--- src/sv/dtbs_pkg.sv ---
package dtbs_pkg;

   // Table depth, the widths that follow from it, and the entry width.
   localparam int unsigned DEPTH  = 1024;
   localparam int unsigned ADDR_W = $clog2(DEPTH);
   localparam int unsigned CNT_W  = ADDR_W + 1;
   localparam int unsigned SUM_W  = CNT_W + 1;
   localparam int unsigned DATA_W = 32;

   typedef enum logic [1:0] {
      OP_LOAD  = 2'd0,
      OP_QUERY = 2'd1,
      OP_CLEAR = 2'd2
   } opcode_type;

   // Table memory access issued by the controller.
   typedef struct packed {
      logic              wr_en;
      logic [ADDR_W-1:0] wr_addr;
      logic [DATA_W-1:0] wr_data;
      logic              rd_en;
      logic [ADDR_W-1:0] rd_addr;
   } mem_req_type;

endpackage

--- src/sv/dtbs_ctrl.sv ---
module dtbs_ctrl (
   input  logic                        clock,
   input  logic                        reset,
   input  logic                        req_valid,
   output logic                        req_ready,
   input  logic [1:0]                  req_opcode,
   input  logic signed [31:0]          req_value,
   output dtbs_pkg::mem_req_type       mem_req,
   input  logic [dtbs_pkg::DATA_W-1:0] mem_rd_data,
   output logic                        rsp_valid,
   input  logic                        rsp_ready,
   output logic                        rsp_found,
   output logic signed [31:0]          rsp_value,
   output logic                        rsp_overflow
);
   import dtbs_pkg::*;

   typedef enum logic [1:0] {
      S_IDLE,
      S_PROBE,
      S_DONE
   } state_type;

   state_type          state_ff, state_in;
   logic [CNT_W-1:0]   count_ff, count_in;
   logic               ovf_ff, ovf_in;
   logic [CNT_W-1:0]   low_ff, low_in;
   logic [CNT_W-1:0]   high_ff, high_in;
   logic [ADDR_W-1:0]  mid_ff, mid_in;
   logic signed [31:0] sought_ff, sought_in;
   logic               found_ff, found_in;
   logic               rsp_valid_ff, rsp_valid_in;
   logic               rsp_found_ff, rsp_found_in;
   logic signed [31:0] rsp_value_ff, rsp_value_in;
   logic               rsp_ovf_ff, rsp_ovf_in;

   logic               accept;
   opcode_type         op;
   logic [CNT_W-1:0]   count_m1;
   logic signed [31:0] probe;
   logic [SUM_W-1:0]   sum_up;
   logic [SUM_W-1:0]   sum_dn;
   logic [CNT_W-1:0]   mid_p1;

   assign req_ready = (state_ff == S_IDLE);
   assign accept    = req_valid && req_ready;
   assign op        = opcode_type'(req_opcode);
   assign count_m1  = count_ff - CNT_W'(1);
   assign probe     = mem_rd_data;
   assign mid_p1    = CNT_W'(mid_ff) + CNT_W'(1);
   // Next midpoint when the search moves to higher or to lower indices.
   assign sum_up    = SUM_W'(mid_ff) + SUM_W'(high_ff);
   assign sum_dn    = SUM_W'(low_ff) + SUM_W'(mid_ff) - SUM_W'(1);

   always_comb begin
      state_in     = state_ff;
      count_in     = count_ff;
      ovf_in       = ovf_ff;
      low_in       = low_ff;
      high_in      = high_ff;
      mid_in       = mid_ff;
      sought_in    = sought_ff;
      found_in     = found_ff;
      rsp_valid_in = rsp_valid_ff && !rsp_ready;
      rsp_found_in = rsp_found_ff;
      rsp_value_in = rsp_value_ff;
      rsp_ovf_in   = rsp_ovf_ff;
      mem_req      = '0;
      mem_req.wr_addr = count_ff[ADDR_W-1:0];
      mem_req.wr_data = req_value;

      case (state_ff)
         S_IDLE: begin
            if (accept) begin
               case (op)
                  OP_LOAD: begin
                     if (count_ff < CNT_W'(DEPTH)) begin
                        mem_req.wr_en = 1'b1;
                        count_in      = count_ff + CNT_W'(1);
                     end else begin
                        ovf_in = 1'b1;
                     end
                  end
                  OP_CLEAR: begin
                     count_in = '0;
                     ovf_in   = 1'b0;
                  end
                  OP_QUERY: begin
                     sought_in = req_value;
                     found_in  = 1'b0;
                     low_in    = '0;
                     high_in   = count_ff;
                     if (count_ff != '0) begin
                        mid_in          = count_m1[ADDR_W:1];
                        mem_req.rd_en   = 1'b1;
                        mem_req.rd_addr = count_m1[ADDR_W:1];
                        state_in        = S_PROBE;
                     end else begin
                        state_in = S_DONE;
                     end
                  end
                  default: begin
                  end
               endcase
            end
         end
         S_PROBE: begin
            if (sought_ff == probe) begin
               found_in = 1'b1;
               state_in = S_DONE;
            end else if (sought_ff < probe) begin
               low_in = mid_p1;
               if (mid_p1 < high_ff) begin
                  mid_in          = sum_up[ADDR_W:1];
                  mem_req.rd_en   = 1'b1;
                  mem_req.rd_addr = sum_up[ADDR_W:1];
               end else begin
                  state_in = S_DONE;
               end
            end else begin
               high_in = CNT_W'(mid_ff);
               if (low_ff < CNT_W'(mid_ff)) begin
                  mid_in          = sum_dn[ADDR_W:1];
                  mem_req.rd_en   = 1'b1;
                  mem_req.rd_addr = sum_dn[ADDR_W:1];
               end else begin
                  state_in = S_DONE;
               end
            end
         end
         S_DONE: begin
            if (!rsp_valid_ff || rsp_ready) begin
               rsp_valid_in = 1'b1;
               rsp_found_in = found_ff;
               rsp_value_in = sought_ff;
               rsp_ovf_in   = ovf_ff;
               state_in     = S_IDLE;
            end
         end
         default: begin
            state_in = S_IDLE;
         end
      endcase
   end

   always_ff @(posedge clock) begin
      if (reset) begin
         state_ff     <= S_IDLE;
         count_ff     <= '0;
         ovf_ff       <= 1'b0;
         rsp_valid_ff <= 1'b0;
      end else begin
         state_ff     <= state_in;
         count_ff     <= count_in;
         ovf_ff       <= ovf_in;
         rsp_valid_ff <= rsp_valid_in;
      end
      low_ff       <= low_in;
      high_ff      <= high_in;
      mid_ff       <= mid_in;
      sought_ff    <= sought_in;
      found_ff     <= found_in;
      rsp_found_ff <= rsp_found_in;
      rsp_value_ff <= rsp_value_in;
      rsp_ovf_ff   <= rsp_ovf_in;
   end

   assign rsp_valid    = rsp_valid_ff;
   assign rsp_found    = rsp_found_ff;
   assign rsp_value    = rsp_value_ff;
   assign rsp_overflow = rsp_ovf_ff;

endmodule

--- config.mk ---
export PLATFORM = sky130hd
export DESIGN_NAME = dtbs_ctrl
export DESIGN_NICKNAME = d
export VERILOG_FILES = /design/src/sv/dtbs_pkg.sv /design/src/sv/dtbs_ctrl.sv
export SDC_FILE = /design/constraint.sdc
export NUM_CORES = 1
export LEC_CHECK = 0
export ABC_AREA = 1
export BUFFER_PORTS_ARGS = -buffer_cell sky130_fd_sc_hd__buf_2
export CORE_ASPECT_RATIO = 0.7
export CORE_UTILIZATION = 35
export CTS_CLUSTER_SIZE = 8
export DETAILED_ROUTE_END_ITERATION = 8
export PLACE_DENSITY_LB_ADDON = 0.1
export SYNTH_ARGS = -nofsm -noshare
export SYNTH_HDL_FRONTEND = slang
export SYNTH_SLANG_ARGS = --single-unit
--- constraint.sdc ---
create_clock -name clock -period 9.1 [get_ports clock]
set_clock_uncertainty 0.2 [all_clocks]
set_input_delay 0.455 -clock clock [delete_from_list [all_inputs] [get_ports clock]]
set_output_delay 0.455 -clock clock [all_outputs]
set_load 0.02 [all_outputs]
; Yosys cells after proc, flatten, opt, wreduce, memory -nomap -nowiden
; Index checks and enable logic that the tools add are counted.
[word_totals]
regBits = 114
word_cells = 109
[op_classes]
add_sub_neg = 6
magnitude_cmp = 4
eq_ne = 19
muxes = 49
n_reduce_logical = 19
[op_table]
columns = operator, n
row1 = $mux W11, 16
row2 = $pmux W11 S2, 4
row3 = $mux W10, 7
row4 = $eq A32 B32 Y1, 1
row5 = $lt A32 B32 Y1, 1
row6 = $sub A11 B1 Y11 const B, 2
row7 = $pmux W10 S2, 1
row8 = $mux W2, 8
row9 = $reduce_and A5 Y1, 3
row10 = $ne A2 B2 Y1 const B, 7
row11 = $reduce_and A4 Y1, 3
row12 = $add A10 B1 Y11 const B, 1
row13 = $add A10 B11 Y11, 1
row14 = $add A11 B1 Y11 const B, 1
row15 = $add A11 B10 Y11, 1
row16 = $lt A11 B10 Y1, 1
row17 = $lt A11 B11 Y1, 1
row18 = $lt A11 B11 Y1 const B, 1
row19 = $reduce_bool A11 Y1, 1
row20 = $mux W1, 10
row21 = $ne A4 B4 Y1 const B, 2
row22 = $reduce_and A7 Y1, 1
row23 = $ne A2 B1 Y1 const B, 3
row24 = $ne A3 B3 Y1 const B, 2
row25 = 11 further kinds, 18

; Depth between registers and ports, before layout
[logic_depth]
ltp_word = 6
mapped_depth = 20
mapped_depth_nobuf = 20

; Worst setup path before layout
; No wires, ideal clock.
[synth_path]
kind = register to output
start = reg state_ff[1]
end = out mem_req[1] (netlist bit)
t_arrival_ps = 3061
setup_slack_ps = 5384
stages_incl_launch_ff = 8
path_cell_list = dfxtp_1 nor2_4 inv_1 nor2_1 inv_1 nor2_1 inv_1 o31ai_1
[synth_rtl]
columns = item, line
row1 = "start, declared", dtbs_ctrl.sv:24  ; state_type state_ff, state_in;
row2 = "start signal, assigned", dtbs_ctrl.sv:153  ; state_ff <= state_in;
row3 = "end, declared", dtbs_ctrl.sv:8  ; output dtbs_pkg::mem_req_type mem_req,

==> impl_metrics.py <==
metrics = {
    "worst_setup_path": {
        "end_kind": "primary output",
        "crit_type": "flip-flop to primary output",
        "arrival_ps": 3690,
        "cp_max_fo": 7,
        "worst_setup_path_start_kind": "flip-flop",
        "crit_required_ps": 8450,
    },
    "sta": {
        "hold_violations": 0,
        "worstMarginPinSlew_ps": 1050,
        "hold_ws_ps": 27.4,
        "fin_tns_setup_ps": 0,
        "slew_viol_final": 0,
        "setup_viol": 0,
        "min_period_ps": 4350,
        "max_slew_margin_pct": 29.7,
        "max_freq_mhz": 230,
        "fin_crit_sh_pct": 47.7,
        "layout_setup_ws_ps": 4750,
        "rsz0062_at_grt": "no",
    },
    "power": {
        "leakage_nw": 4.21,
        "power_mw": 1.49,
        "powerDensity_nw_per_um2": 169,
        "peakVddDrop_mv": 0.101,
    },
    "floorplan": {
        "core.rowCount": 44,
        "die_w_um": 176,
        "die-area_um2": 21800,
        "die_y_um": 124,
        "start_util_pct": 35.8,
        "core-area_um2": 20800,
        "ios": 160,
    },
    "synthesis": {
        "ys.flop_type": "edfxtp_1",
        "avgSynthCellArea_um2": 9.16,
        "ys_types": 45,
        "syn_inst": 811,
        "yosys.area.top_type": "edfxtp_1",
        "ys_seq_elements": 114,
        "synth.net_count": 965,
        "synth_area_um2": 7430,
        "yosysSeqAreaShare_pct": 44.1,
        "synth_warnings": 0,
        "post-synth-top-area-fraction_pct": 40.0,
        "synthTopCellsByArea": "edfxtp_1, ha_1, inv_1",
        "synth_edf_count": 99,
        "async_flop_share_pct": 0,
    },
    "global_routing": {
        "grt-ovfl-total": 0,
        "antenna_found_initial": 0,
        "grt_pass1_wl_um": 30100,
        "grt.total_usage_pct": 18.7,
        "grt_max_degree": 40,
        "grt_pass1_vias": 5358,
    },
    "cts": {
        "clk_path_buf_depth": 2,
        "cts_sinks": 114,
        "postCtsHoldBufs": 0,
        "h-tree-depth": 4,
        "cts_root_buf": "clkbuf_16",
        "cts-resized-gates": 0,
        "cts_inserted_buffers": 17,
        "clkTransAtPathRegs_ps": 60,
        "cts_tree": "done",
        "cts_setup_buffers": 0,
        "clock_latency_ps": 410,
    },
    "drt": {
        "wl_um": 19200,
        "drc": 0,
        "drt_pass1_iterations": 5,
        "drtIter0Drc": 345,
        "ant_nets": 0,
        "vias_per_cell": 4.59,
        "vias": 5651,
        "wl_per_cell_um": 15.6,
    },
    "outcome": {
        "status": "finished, final reports clean",
    },
    "final_layout": {
        "syn_to_final_growth_pct": 18.6,
        "n_fill_cell": 2101,
        "drive_gt1_share_pct": 23.8,
        "design_area_um2": 8810,
        "diodes": 0,
        "final_common_cell": "buf_2",
        "final_cell_mix": "buf_2, inv_1, nand2_1",
        "nets": 1096,
    },
    "place": {
        "port-buffer-count": 159,
        "placed_cell_area_um2": 8250,
        "dp_hpwl_um": 15300,
        "gp_congestion": 0.841,
        "pre_cts_ws_ps": 5210,
    },
    "flow_run": {
        "maxCapViolCount": 0,
    },
    "hold_path": {
        "holdCritPathClass": "primary input to flip-flop",
    },
}
==> cell usage after synthesis (4+ instances only) <==
cell and count:
a21o_1 4, a21oi_1 51, a31oi_1 4, buf_4 42, clkbuf_1 4, dfxtp_1 15, edfxtp_1 99, ha_1 82
inv_1 140, nand2_1 125, nand2_2 8, nand2_4 4, nand3_1 28, nand3_2 4, nor2_1 65, nor3_1 16
nor4_1 5, o21a_1 4, o21ai_0 31, o22ai_1 8, o31ai_1 4, or2_2 4, xnor2_1 5, xor2_1 18
==> metrics by stage <==
| stage | utilization (%) | std cells |
|---|---|---|
| after floorplan | - | 811 |
| after global placement | 39.8 | 1199 |
| after detailed placement | 39.8 | 1199 |
| after CTS | 42.4 | 1231 |
| after global routing | 42.4 | 1231 |
| final | 42.4 | 1231 |
==> cell type report <==
cell class / instances / area, um2 / area share (%)
multi-input combinational: 506 / 3290 / 37.3
clock inverter: 15 / 134 / 1.52
timing repair buffer: 160 / 803 / 9.12
sequential: 114 / 3270 / 37.2
clock buffer: 17 / 425 / 4.83
tap: 276 / 345 / 3.92
inverter: 143 / 539 / 6.12
==> cell families after synthesis <==
family,after synthesis,synth area share (%)
simple gates,275,17.4
buf+inv,191,11.9
compound gates,124,9.62
flops,114,44.1
fa+ha+maj,84,14.3
xor+xnor,23,2.71
==> flip-flops by register name (all words and copies together), names as in the netlist <==
name / count
ovf_ff: 1
rsp_valid: 1
mid_ff: 10
rsp_overflow: 1
rsp_value: 32
low_ff: 11
rsp_found: 1
state_ff: 2
found_ff: 1
count_ff: 11
high_ff: 11
sought_ff: 32
==> worst paths after layout <==
kind	slack [ps]	to	cells past startpoint	startpoint
max	4750	mem_req[1]	19	mid_ff[0]$_DFFE_PP_
min reg2reg	220	rsp_found$_DFFE_PP_	0	found_ff$_DFFE_PP_
max reg2reg	5230	mid_ff[9]$_DFFE_PP_	18	mid_ff[0]$_DFFE_PP_
min	30	sought_ff[22]$_DFFE_PP_	1	req_value[22]
==> critical path: stages, from the launching register on <==
cell and delay (ps):
edfxtp_1 460, ha_1 200, nand2_1 70, nor2_1 160
nand3_1 130, nor2_1 140, nand3_1 120, nand2_1 130
inv_1 50, ha_1 280, a21oi_1 130, nor2_1 50
a211oi_1 170, nand3_1 190, nor2_1 170, nand3_2 210
nor2_1 140, o21ai_0 90, o31ai_1 130, buf_2 230
==> routing by layer <==
layer	track usage (%)	routed length (um)	vias to the layer above
met5	0	0	-
met4	5.22	244	0
met3	4.33	1130	15
met2	24.7	7270	168
met1	29.5	10600	2525
li1	-	-	2943
==> report_power, final <==
part | total [mW] | internal [mW] | leakage (nW) | switching, mW
Clock | 0.637 | 0.377 | 0.261 | 0.261
Combinational | 0.250 | 0.0850 | 2.91 | 0.165
Sequential | 0.602 | 0.592 | 1.03 | 0.0103
Total | 1.49 | 1.05 | 4.21 | 0.436
Power figures use the tool's default switching activity.
